**src/tgad_pkg.sv**
```systemverilog
// Shared types and constants for the TGA image stream decoder.
package tgad_pkg;

	localparam logic [7:0] TGA_TYPE_RAW = 8'd2;
	localparam logic [7:0] TGA_TYPE_RLE = 8'd10;
	localparam logic [7:0] BPP_24       = 8'd24;
	localparam logic [7:0] BPP_32       = 8'd32;
	localparam logic [7:0] RUN_FLAG     = 8'd128;
	localparam logic [7:0] RUN_BIAS     = 8'd127;
	localparam logic [4:0] HDR_TYPE_IDX = 5'd2;
	localparam logic [4:0] HDR_FIX_LEN  = 5'd12;
	localparam logic [4:0] HDR_W_LO     = 5'd12;
	localparam logic [4:0] HDR_W_HI     = 5'd13;
	localparam logic [4:0] HDR_H_LO     = 5'd14;
	localparam logic [4:0] HDR_H_HI     = 5'd15;
	localparam logic [4:0] HDR_BPP      = 5'd16;

	localparam logic SWAP_RESET = 1'b1;

	typedef enum logic [1:0] {
		KIND_HEADER = 2'd0,
		KIND_PIXEL  = 2'd1,
		KIND_ERROR  = 2'd2
	} kind_t;

	typedef enum logic [1:0] {
		ERR_HEADER    = 2'd0,
		ERR_SIZE      = 2'd1,
		ERR_OVERFLOW  = 2'd2
	} err_t;

	typedef enum logic [2:0] {
		PH_IDLE   = 3'd0,
		PH_HEADER = 3'd1,
		PH_PACKET = 3'd2,
		PH_PIXEL  = 3'd3,
		PH_DONE   = 3'd4,
		PH_ERROR  = 3'd5
	} phase_t;

	typedef struct packed {
		logic [1:0]  kind;
		logic [1:0]  error_code;
		logic [15:0] image_width;
		logic [15:0] image_height;
		logic        is_compressed;
		logic        has_alpha;
		logic [7:0]  chan0;
		logic [7:0]  chan1;
		logic [7:0]  chan2;
		logic [7:0]  repeat_count;
		logic        image_done;
	} tgad_result_t;

	// Handshake between the parser and the stages around it.
	typedef struct packed {
		logic fire;        // stage-1 item is consumed this cycle
		logic has_result;  // stage-1 item produces a result
	} tgad_ctrl_t;

endpackage

```
**src/tgad_in_stage.sv**
```systemverilog
// Input register stage: captures one byte item and holds it until the parser consumes it.
module tgad_in_stage
	import tgad_pkg::*;
(
	input  logic       clk,
	input  logic       arst_n,
	input  logic       in_valid,
	output logic       in_stall,
	input  logic       file_start,
	input  logic [7:0] data_byte,
	input  logic       advance,
	output logic       valid_s1,
	output logic       file_start_s1,
	output logic [7:0] data_byte_s1
);

	logic accept;

	assign in_stall = valid_s1 & ~advance;
	assign accept   = in_valid & ~in_stall;

	always_ff @(posedge clk or negedge arst_n) begin
		if (!arst_n) begin
			valid_s1 <= 1'b0;
		end else if (accept) begin
			valid_s1 <= 1'b1;
		end else if (advance) begin
			valid_s1 <= 1'b0;
		end
	end

	always_ff @(posedge clk) begin
		if (accept) begin
			file_start_s1 <= file_start;
			data_byte_s1  <= data_byte;
		end
	end

endmodule

```
**src/tgad_parser.sv**
```systemverilog
// Header and pixel parser: decoder state plus the per-byte next-state and result logic.
module tgad_parser
	import tgad_pkg::*;
(
	input  logic         clk,
	input  logic         arst_n,
	input  logic         swap_to_rgb,
	input  logic         fire,
	input  logic         file_start_s1,
	input  logic [7:0]   data_byte_s1,
	output logic         has_result,
	output tgad_result_t result
);

	phase_t      phase_q, phase_d;
	logic [4:0]  byte_index_q, byte_index_d;
	logic        compressed_q, compressed_d;
	logic [15:0] width_q, width_d;
	logic [15:0] height_q, height_d;
	logic        four_bytes_q, four_bytes_d;
	logic [31:0] pixels_left_q, pixels_left_d;
	logic        packet_raw_q, packet_raw_d;
	logic [7:0]  packet_left_q, packet_left_d;
	logic [23:0] colour_q, colour_d;

	logic [7:0]  b;
	logic [4:0]  last_idx;
	logic [7:0]  bpp;

	assign b = data_byte_s1;

	always_comb begin
		phase_d       = phase_q;
		byte_index_d  = byte_index_q;
		compressed_d  = compressed_q;
		width_d       = width_q;
		height_d      = height_q;
		four_bytes_d  = four_bytes_q;
		pixels_left_d = pixels_left_q;
		packet_raw_d  = packet_raw_q;
		packet_left_d = packet_left_q;
		colour_d      = colour_q;
		has_result    = 1'b0;
		result        = '0;
		last_idx      = 5'd2;
		bpp           = 8'd0;

		// start of file wipes the parser before the byte is looked at
		if (file_start_s1) begin
			phase_d       = PH_HEADER;
			byte_index_d  = '0;
			compressed_d  = 1'b0;
			width_d       = '0;
			height_d      = '0;
			four_bytes_d  = 1'b0;
			pixels_left_d = '0;
			packet_raw_d  = 1'b0;
			packet_left_d = '0;
			colour_d      = '0;
		end

		case (phase_d)
			PH_HEADER: begin
				byte_index_d = byte_index_d + 5'd1;
				if (byte_index_d - 5'd1 == HDR_TYPE_IDX) begin
					if (b == TGA_TYPE_RAW) begin
						compressed_d = 1'b0;
					end else if (b == TGA_TYPE_RLE) begin
						compressed_d = 1'b1;
					end else begin
						has_result        = 1'b1;
						result.kind       = KIND_ERROR;
						result.error_code = ERR_HEADER;
						phase_d           = PH_ERROR;
					end
				end else if (byte_index_d - 5'd1 < HDR_FIX_LEN) begin
					if (b != 8'd0) begin
						has_result        = 1'b1;
						result.kind       = KIND_ERROR;
						result.error_code = ERR_HEADER;
						phase_d           = PH_ERROR;
					end
				end else if (byte_index_d - 5'd1 == HDR_W_LO) begin
					width_d[7:0] = b;
				end else if (byte_index_d - 5'd1 == HDR_W_HI) begin
					width_d[15:8] = b;
				end else if (byte_index_d - 5'd1 == HDR_H_LO) begin
					height_d[7:0] = b;
				end else if (byte_index_d - 5'd1 == HDR_H_HI) begin
					height_d[15:8] = b;
				end else if (byte_index_d - 5'd1 == HDR_BPP) begin
					colour_d = {16'd0, b};
				end else begin
					// descriptor byte: accept or reject the header
					bpp = colour_d[7:0];
					has_result = 1'b1;
					if (width_d == 16'd0 || height_d == 16'd0 ||
					    (bpp != BPP_24 && bpp != BPP_32)) begin
						result.kind       = KIND_ERROR;
						result.error_code = ERR_SIZE;
						phase_d           = PH_ERROR;
					end else begin
						four_bytes_d  = (bpp == BPP_32);
						pixels_left_d = width_d * height_d;
						colour_d      = '0;
						byte_index_d  = '0;
						packet_left_d = '0;
						packet_raw_d  = 1'b0;
						phase_d       = compressed_d ? PH_PACKET : PH_PIXEL;
						result.kind          = KIND_HEADER;
						result.image_width   = width_d;
						result.image_height  = height_d;
						result.is_compressed = compressed_d;
						result.has_alpha     = (bpp == BPP_32);
					end
				end
			end
			PH_PACKET: begin
				if (b < RUN_FLAG) begin
					packet_raw_d  = 1'b1;
					packet_left_d = b + 8'd1;
				end else begin
					packet_raw_d  = 1'b0;
					packet_left_d = b - RUN_BIAS;
				end
				byte_index_d = '0;
				phase_d      = PH_PIXEL;
			end
			PH_PIXEL: begin
				last_idx = four_bytes_d ? 5'd3 : 5'd2;
				case (byte_index_d)
					5'd0:    colour_d[7:0]   = b;
					5'd1:    colour_d[15:8]  = b;
					5'd2:    colour_d[23:16] = b;
					default: ;
				endcase
				if (byte_index_d < last_idx) begin
					byte_index_d = byte_index_d + 5'd1;
				end else begin
					byte_index_d = '0;
					result.chan0 = swap_to_rgb ? colour_d[23:16] : colour_d[7:0];
					result.chan1 = colour_d[15:8];
					result.chan2 = swap_to_rgb ? colour_d[7:0] : colour_d[23:16];
					has_result   = 1'b1;
					if (!compressed_d || packet_raw_d) begin
						if (pixels_left_d == 32'd0) begin
							result            = '0;
							result.kind       = KIND_ERROR;
							result.error_code = ERR_OVERFLOW;
							phase_d           = PH_ERROR;
						end else begin
							pixels_left_d       = pixels_left_d - 32'd1;
							result.kind         = KIND_PIXEL;
							result.repeat_count = 8'd1;
							if (!compressed_d) begin
								result.image_done = (pixels_left_d == 32'd0);
								if (pixels_left_d == 32'd0) begin
									phase_d = PH_DONE;
								end
							end else begin
								packet_left_d     = packet_left_d - 8'd1;
								result.image_done = (pixels_left_d == 32'd0) &&
								                    (packet_left_d == 8'd0);
								if (packet_left_d == 8'd0) begin
									phase_d = (pixels_left_d == 32'd0) ? PH_DONE : PH_PACKET;
								end
							end
						end
					end else begin
						// run packet: one colour, packet_left copies
						if ({24'd0, packet_left_d} > pixels_left_d) begin
							result            = '0;
							result.kind       = KIND_ERROR;
							result.error_code = ERR_OVERFLOW;
							phase_d           = PH_ERROR;
						end else begin
							pixels_left_d       = pixels_left_d - {24'd0, packet_left_d};
							result.kind         = KIND_PIXEL;
							result.repeat_count = packet_left_d;
							result.image_done   = (pixels_left_d == 32'd0);
							packet_left_d       = '0;
							phase_d = (pixels_left_d == 32'd0) ? PH_DONE : PH_PACKET;
						end
					end
				end
			end
			default: ;
		endcase
	end

	always_ff @(posedge clk or negedge arst_n) begin
		if (!arst_n) begin
			phase_q       <= PH_IDLE;
			byte_index_q  <= '0;
			compressed_q  <= 1'b0;
			width_q       <= '0;
			height_q      <= '0;
			four_bytes_q  <= 1'b0;
			pixels_left_q <= '0;
			packet_raw_q  <= 1'b0;
			packet_left_q <= '0;
			colour_q      <= '0;
		end else if (fire) begin
			phase_q       <= phase_d;
			byte_index_q  <= byte_index_d;
			compressed_q  <= compressed_d;
			width_q       <= width_d;
			height_q      <= height_d;
			four_bytes_q  <= four_bytes_d;
			pixels_left_q <= pixels_left_d;
			packet_raw_q  <= packet_raw_d;
			packet_left_q <= packet_left_d;
			colour_q      <= colour_d;
		end
	end

endmodule

```
**src/tgad_out_stage.sv**
```systemverilog
// Result register: holds one decoded item for the downstream side.
module tgad_out_stage
	import tgad_pkg::*;
(
	input  logic         clk,
	input  logic         arst_n,
	input  tgad_ctrl_t   ctrl,
	input  tgad_result_t result,
	output logic         slot_free,
	output logic         out_valid,
	input  logic         out_stall,
	output tgad_result_t result_q
);

	logic load;

	assign slot_free = ~out_valid | ~out_stall;
	assign load      = ctrl.fire & ctrl.has_result;

	always_ff @(posedge clk or negedge arst_n) begin
		if (!arst_n) begin
			out_valid <= 1'b0;
		end else if (load) begin
			out_valid <= 1'b1;
		end else if (!out_stall) begin
			out_valid <= 1'b0;
		end
	end

	always_ff @(posedge clk) begin
		if (load) begin
			result_q <= result;
		end
	end

endmodule

```
**src/tga_image_stream_decoder_top.sv**
```systemverilog
// Top level of the TGA image stream decoder (types 2 and 10, 24/32 bpp).
//
//  channel | handshake            | payload
//  --------+----------------------+-----------------------------------------------
//  in      | in_valid / in_stall  | file_start, data_byte
//  out     | out_valid / out_stall| kind, error_code, image_width, image_height,
//          |                      | is_compressed, has_alpha, chan0..chan2,
//          |                      | repeat_count, image_done
//  cfg     | cfg_we               | cfg_wdata (swap_to_rgb)
//
//  One byte item per cycle while out_stall does not back up into in_stall.
//  The input register and the result register form a two-entry buffer, so a byte
//  is taken while a finished result still waits on out_stall.
//  A byte that yields a result holds in the input register only while the result
//  register is full and stalled; bytes that yield nothing never wait.
//  arst_n clears parser state to idle and swap_to_rgb to 1; no clearing pass.
module tga_image_stream_decoder_top
	import tgad_pkg::*;
(
	input  logic        clk,
	input  logic        arst_n,
	// configuration
	input  logic        cfg_we,
	input  logic        cfg_wdata,
	// byte stream in
	input  logic        in_valid,
	output logic        in_stall,
	input  logic        file_start,
	input  logic [7:0]  data_byte,
	// decoded items out
	output logic        out_valid,
	input  logic        out_stall,
	output logic [1:0]  kind,
	output logic [1:0]  error_code,
	output logic [15:0] image_width,
	output logic [15:0] image_height,
	output logic        is_compressed,
	output logic        has_alpha,
	output logic [7:0]  chan0,
	output logic [7:0]  chan1,
	output logic [7:0]  chan2,
	output logic [7:0]  repeat_count,
	output logic        image_done
);

	logic         swap_q;
	logic         valid_s1;
	logic         file_start_s1;
	logic [7:0]   data_byte_s1;
	logic         advance;
	logic         slot_free;
	logic         has_result;
	tgad_ctrl_t   ctrl;
	tgad_result_t result;
	tgad_result_t result_q;

	// channel byte order register
	always_ff @(posedge clk or negedge arst_n) begin
		if (!arst_n) begin
			swap_q <= SWAP_RESET;
		end else if (cfg_we) begin
			swap_q <= cfg_wdata;
		end
	end

	// stage-1 byte retires unless it has a result and the result slot is blocked
	assign advance         = ~has_result | slot_free;
	assign ctrl.fire       = valid_s1 & advance;
	assign ctrl.has_result = has_result;

	tgad_in_stage u_in (
		.clk           (clk),
		.arst_n        (arst_n),
		.in_valid      (in_valid),
		.in_stall      (in_stall),
		.file_start    (file_start),
		.data_byte     (data_byte),
		.advance       (advance),
		.valid_s1      (valid_s1),
		.file_start_s1 (file_start_s1),
		.data_byte_s1  (data_byte_s1)
	);

	tgad_parser u_parser (
		.clk           (clk),
		.arst_n        (arst_n),
		.swap_to_rgb   (swap_q),
		.fire          (ctrl.fire),
		.file_start_s1 (file_start_s1),
		.data_byte_s1  (data_byte_s1),
		.has_result    (has_result),
		.result        (result)
	);

	tgad_out_stage u_out (
		.clk       (clk),
		.arst_n    (arst_n),
		.ctrl      (ctrl),
		.result    (result),
		.slot_free (slot_free),
		.out_valid (out_valid),
		.out_stall (out_stall),
		.result_q  (result_q)
	);

	assign kind          = result_q.kind;
	assign error_code    = result_q.error_code;
	assign image_width   = result_q.image_width;
	assign image_height  = result_q.image_height;
	assign is_compressed = result_q.is_compressed;
	assign has_alpha     = result_q.has_alpha;
	assign chan0         = result_q.chan0;
	assign chan1         = result_q.chan1;
	assign chan2         = result_q.chan2;
	assign repeat_count  = result_q.repeat_count;
	assign image_done    = result_q.image_done;

endmodule

```
**config.mk**
```make
export PLATFORM = sky130hd
export DESIGN_NAME = tga_image_stream_decoder_top
export DESIGN_NICKNAME = d
export VERILOG_FILES = /design/src/tgad_pkg.sv /design/src/tgad_in_stage.sv /design/src/tgad_parser.sv /design/src/tgad_out_stage.sv /design/src/tga_image_stream_decoder_top.sv
export SDC_FILE = /design/constraint.sdc
export NUM_CORES = 1
export LEC_CHECK = 0
export ABC_CLOCK_PERIOD_IN_PS = 10670
export BUFFER_PORTS_ARGS = -buffer_cell sky130_fd_sc_hd__buf_2
export CAP_MARGIN = 30
export CORE_AREA = 3 3 186 188
export DETAILED_ROUTE_END_ITERATION = 12
export DIE_AREA = 0 0 189 191
export GPL_TIMING_DRIVEN = 1
export PLACE_DENSITY = 0.81
export SYNTH_ARGS = -nofsm -noshare
export SYNTH_HDL_FRONTEND = slang
export SYNTH_SLANG_ARGS = --single-unit
```
**constraint.sdc**
```tcl
create_clock -name clk -period 10.67 [get_ports clk]
set_clock_uncertainty 0.1 [all_clocks]
set_input_delay 1.067 -clock clk [delete_from_list [all_inputs] [get_ports clk]]
set_output_delay 1.067 -clock clk [all_outputs]
set_load 0.1 [all_outputs]
```
Word-level counts from Yosys, hierarchy flattened
Cells that the tools add are included.

word-level totals
  logic and storage cells = 246
  output and inout bits = 73
  input bits = 15
  flip-flop bits (word level) = 190

operators by class
  equal/unequal tests = 17
  bitwise operators = 12
  add/sub/neg operators = 7
  mux-type cells = 163
  reductions and logical operators = 16
  order comparisons = 4
  multipliers = 1

operators by type and width
  kind                                                                   count
  32-bit 2-to-1 mux                                                      13
  24-bit 2-to-1 mux                                                      9
  8-bit 2-to-1 mux                                                       26
  38-bit 2-to-1 mux                                                      5
  16-bit 2-to-1 mux                                                      10
  71-bit 2-to-1 mux                                                      2
  60-bit 2-to-1 mux                                                      2
  34-bit 2-to-1 mux                                                      3
  32-bit logical NOT                                                     3
  38-bit case mux with 2 select lines                                    1
  32-bit case mux with 2 select lines                                    1
  3-bit 2-to-1 mux                                                       21
  5-bit 2-to-1 mux                                                       10
  24-bit case mux with 2 select lines                                    1
  1-bit 2-to-1 mux                                                       44
  8-bit by 32-bit greater-than comparator with 1-bit output              1
  16-bit logical NOT                                                     2
  16-bit by 16-bit multiplier with 32-bit output                         1
  32-bit by 1-bit subtractor with 32-bit output, second input constant   1
  32-bit by 8-bit subtractor with 32-bit output                          1
  8-bit case mux with 3 select lines                                     1
  5-bit by 4-bit equality test with 1-bit output, second input constant  4
  4-bit 2-to-1 mux                                                       5
  5-bit case mux with 3 select lines                                     1
  34 further kinds                                                       52

Longest topological paths before layout
  word-level depth = 19
  gate-level depth with buffers = 32
  mapped depth without buffers = 23

Hierarchy
A second synthesis with hierarchy kept.

unflattened totals
  cell total of the unflattened synthesis = 2356
  area, all modules = 20717.4 um2

by module, submodules not included
  module                        instances  seq. area each (um2)  area an instance (um2)  cells an instance
  tgad_parser                   1          2677.6                18152.4                 2263
  tgad_out_stage                1          2157.1                2175.8                  75
  tgad_in_stage                 1          295.3                 327.8                   14
  tga_image_stream_decoder_top  1          26.3                  61.3                    4

Least setup slack after synthesis
Ideal clock, no wire load.

  path type = register to register
  start = register u_in.file_start_s1
  end = register u_parser.pixels_left_q[26]
  path buffers = 9
  data required time = 10440 ps
  setup time = 130 ps
  stages on the path, launching flop included = 31
  period minus slack after synthesis = 7796 ps
  path slack = 2874 ps
  data arrival time = 7567 ps
  cells stage by stage = edfxtp_1 -> clkbuf_1 -> buf_2 -> buf_4 -> buf_2 -> buf_2 -> buf_2 -> buf_2 -> buf_1 -> nor2b_1 -> clkbuf_1 -> nand2_1 -> fa_1 -> inv_1 -> fa_1 -> fa_1 -> fa_1 -> fa_1 -> inv_1 -> fa_1 -> inv_1 -> ha_1 -> a211oi_1 -> o2111ai_1 -> a211o_1 -> a41o_1 -> a21oi_1 -> o21ai_0 -> a211o_1 -> a21oi_1 -> o21ai_0

on the way
  longest elaborated chain between the ends = 15
  elaborated cells on any way between the ends = 62
  those cells by class = add/sub: 4; mul: 1; order compare: 3; eq/ne: 10; mux: 33; bitwise: 3; reduce/logical: 8

RTL lines
  what                                                                                     line                 source
  start: declaration                                                                       tgad_in_stage.sv:13  output logic file_start_s1,
  start signal: assignment                                                                 tgad_in_stage.sv:34  file_start_s1 <= file_start;
  branches (longest 15 deep; another with 16-bit by 16-bit multiplier with 32-bit output)  --
  end signal: assignment                                                                   tgad_parser.sv:210   pixels_left_q <= pixels_left_d;
  end: declaration                                                                         tgad_parser.sv:21    logic [31:0] pixels_left_q, pixels_left_d;

Parallel ways; which one is timed is not known.
A chain may end at the register's enable or synchronous reset.

Final worst setup path
Same ends and word-level chain as after synthesis.

==> run summary <==
outcome -> finished clean
Crit path largest cell delay -> 920 ps
port bufs -> 87
#FFs+latches synth -> 190
Leakage -> 0.0102 uW
adder-cell share of the synthesized area -> 25.9%
Max-slew headroom -> 24.2%
simple-gate share of the synthesized area -> 21.1%
CP Data Arrival Time -> 8200 ps
Cells after Synth -> 2428
H-tree levels -> 4
CTS Buffer Depth -> 2
Worst setup SP type -> flip-flop
clk slew on worst S/H paths -> 90 ps
number of global-route vias before repair -> 19272
Yosys warning count -> 0
CP most frequent cell -> fa_1
max cap viols -> 0
largest net degree at the start of global routing -> 72
cells resized by post-CTS repair -> 0
RD Place Congestion -> 1.05
Worst path top cell family by delay -> adder cells
WS Path Type -> flip-flop to flip-flop
initial drt markers -> 2228
largest family of logic cells by synthesized area -> adder cells
postcts setup bufs -> 0
Syn Area/Cell -> 8.68 sq um
net count after synthesis -> 2763
remaining design rule violation count -> 0
n_diodes -> 0
worst min path class -> flip-flop to flip-flop
Power per Cell Area -> 111 nW/um^2
f_max -> 0.126 GHz
DRT Pass-1 Iters -> 6
total grt overflow -> 0
Seq/Total Area, Yosys -> 24.5%
Required @ worst endpoint -> 10920 ps
Synth area leader -> fa_1
FF-to-FF setup slack -> 2720 ps
CTS Buf Count -> 17
antenna-violating nets left -> 0
Final Hold Fails -> 0
final net count -> 2764
Post-synth EDFFs -> 80
Cell variety after synth -> 89
Critical-path top delay cell -> nor2b_1
Pins Over Slew Limit -> 0
gr usage total -> 38.7%
Post-Synth XOR/XNOR Area -> 1.99%
ys async rst share -> 57.9%
Peak VDD IR -> 0.000201 V
DP Worst Slack -> 2810 ps
Via density -> 6.68
most frequent cells in the layout -> 260 x inv_1, 254 x nand2_1, 195 x fa_1
post-route minimum period -> 7950 ps
final worst slack -> 2720 ps
Initial Utilization -> 63.3%
period utilization -> 74.5%
layout cells sized above 1 -> 8.07%
# setup viols final -> 0
worst slew pin tran -> 1130 ps
clock root cell -> clkbuf_16
top cells by area, synth -> fa_1 19%, dfrtp_1 13%, edfxtp_1 11%
Synth Flop Type -> dfrtp_1
initial antenna violation count -> 1
CP cell instances -> nor2b_1, nand2_1, fa_1, fa_1, inv_1, fa_1, fa_1, fa_1, inv_1, fa_1, inv_1, ha_1, a211oi_1, o2111ai_1, a211o_1, a41o_1, a21oi_1, o21ai_0, a211o_1, a21oi_1, o21ai_0
worst skew pair latency -> 470 ps
total routed wirelength -> 69.6 mm
first-pass GRT wire length -> 108 mm
die area -> 36100 sq um
die height -> 191 um
mux share of post-synthesis cell area -> 0.819%
P&R area growth vs syn -> 6.51%
Crit path buffers/inverters -> 3
Setup TNS -> 0 ps
CTS tree -> yes
clock sinks -> 190
# rows -> 67
synthesized area -> 21100 sq um
Compound-Gate Fraction of Synth Area -> 18.1%
Yosys top cell area share -> 18.5%
hpwl dp -> 51.6 mm
type of element capturing the critical path -> flip-flop
hold_buf cts -> 0
core area -> 33300 sq um
vias -> 19300
commonest non-fill, non-tap cell in the layout -> inv_1
Worst Path Max Fanout -> 23
RSZ-0062 raised after global routing -> no
Die Width -> 189 um
I/O Pins -> 88
drt wl/cell -> 24.1 um
-- final timing paths --
check                                 startpoint                    endpoint  cells past startpoint
setup / recovery              u_in.file_start_s1  u_parser.pixels_left_q[26]                     21
setup reg to reg              u_in.file_start_s1  u_parser.pixels_left_q[26]                     21
min in group asynchronous                 arst_n   u_parser.pixels_left_q[8]                      1
hold / removal             u_parser.colour_q[13]       u_parser.colour_q[13]                      1
hold reg to reg            u_parser.colour_q[13]       u_parser.colour_q[13]                      1
max in group asynchronous                 arst_n             u_out.out_valid                      2
-- flip-flops by register name, summed over array words and instances, names as in the netlist --
| name | flops |
|---|---|
| u_parser.packet_left_q | 8 |
| u_parser.colour_q | 24 |
| u_parser.byte_index_q | 5 |
| u_parser.width_q | 16 |
| u_parser.phase_q | 3 |
| u_in.data_byte_s1 | 8 |
| u_in.valid_s1 | 1 |
| u_out.out_valid | 1 |
| swap_q | 1 |
| u_parser.packet_raw_q | 1 |
| u_parser.pixels_left_q | 32 |
| u_out.result_q | 71 |
| u_parser.height_q | 16 |
| u_parser.compressed_q | 1 |
| u_parser.four_bytes_q | 1 |
| u_in.file_start_s1 | 1 |
-- worst reg2reg max path, cell delays in order, from the launching register on --
cell and delay, ps:
edfxtp_1 710, nor2b_1 930, nand2_1 200, fa_1 540, fa_1 560, inv_1 70, fa_1 500, fa_1 460
fa_1 520, inv_1 50, fa_1 500, inv_1 60, ha_1 350, a211oi_1 380, o2111ai_1 160, a211o_1 330
a41o_1 240, a21oi_1 360, o21ai_0 260, a211o_1 340, a21oi_1 120, o21ai_0 80
-- synth_stat cells, types with 10 or more instances --
master,count
a211oi_1,27
a21o_1,17
a21oi_1,106
a22o_1,62
a31oi_1,39
and2_1,153
and3_1,14
buf_2,20
clkbuf_1,116
dfrtp_1,109
edfxtp_1,80
fa_1,195
ha_1,125
inv_1,261
mux2i_1,15
nand2_1,254
nand2b_1,14
nand3_1,41
nand4_1,20
nor2_1,178
nor2b_1,50
nor3_1,63
nor4_1,33
o211ai_1,16
o21a_1,18
o21ai_0,93
o21ai_1,25
o22ai_1,14
o2bb2ai_1,12
o31ai_1,19
or3_1,12
xnor2_1,38
xor2_1,10
-- power by group --
group          internal [uW]  switching (uW)
sequential               835            54.6
clock                    336             344
combinational            192             727
total                   1360            1130
-- metal layers --
metal | vias to the layer above | share of wire [%] | routed length [um] | GRT usage (%)
li1 | 8397 | - | - | -
met1 | 9351 | 38 | 26200 | 50.0
met2 | 1260 | 46 | 32000 | 61.0
met3 | 290 | 10 | 7080 | 7.57
met4 | 2 | 6.2 | 4330 | 22.3
met5 | - | 0.012 | 8 | 0
-- cell families after synthesis --
group,Yosys count
buffers and inverters,410
AOI/OAI and AO/OA,557
muxes,17
adders and majority gates,320
and+or+nand+nor,886
DFF,190
xor gates and xnor gates,48
-- layout make-up --
cell class	count	area [sq um]
Timing Repair Buffer	130	792
Clock inverter	15	169
Inverter	262	983
Fill cell	2720	10800
Multi-Input combinational cell	1828	14400
Tap cell	448	561
Clock buffer	17	425
Sequential cell	190	5160
-- stage by stage --
stage               power (uW)  util, %  instances  instance area [sq um]  hold WS (ps)
floorplan                 1570        -       2428                  21100           351
global route              2560     67.5       2890                  22500           405
detailed placement        1790     65.6       2856                  21800           369
finish                    2490     67.5       2890                  22500           385
global placement          1780     65.4       2848                  21700           360
CTS                       2460     67.4       2888                  22400           386
No activity file was read; power rests on OpenSTA's default activity.
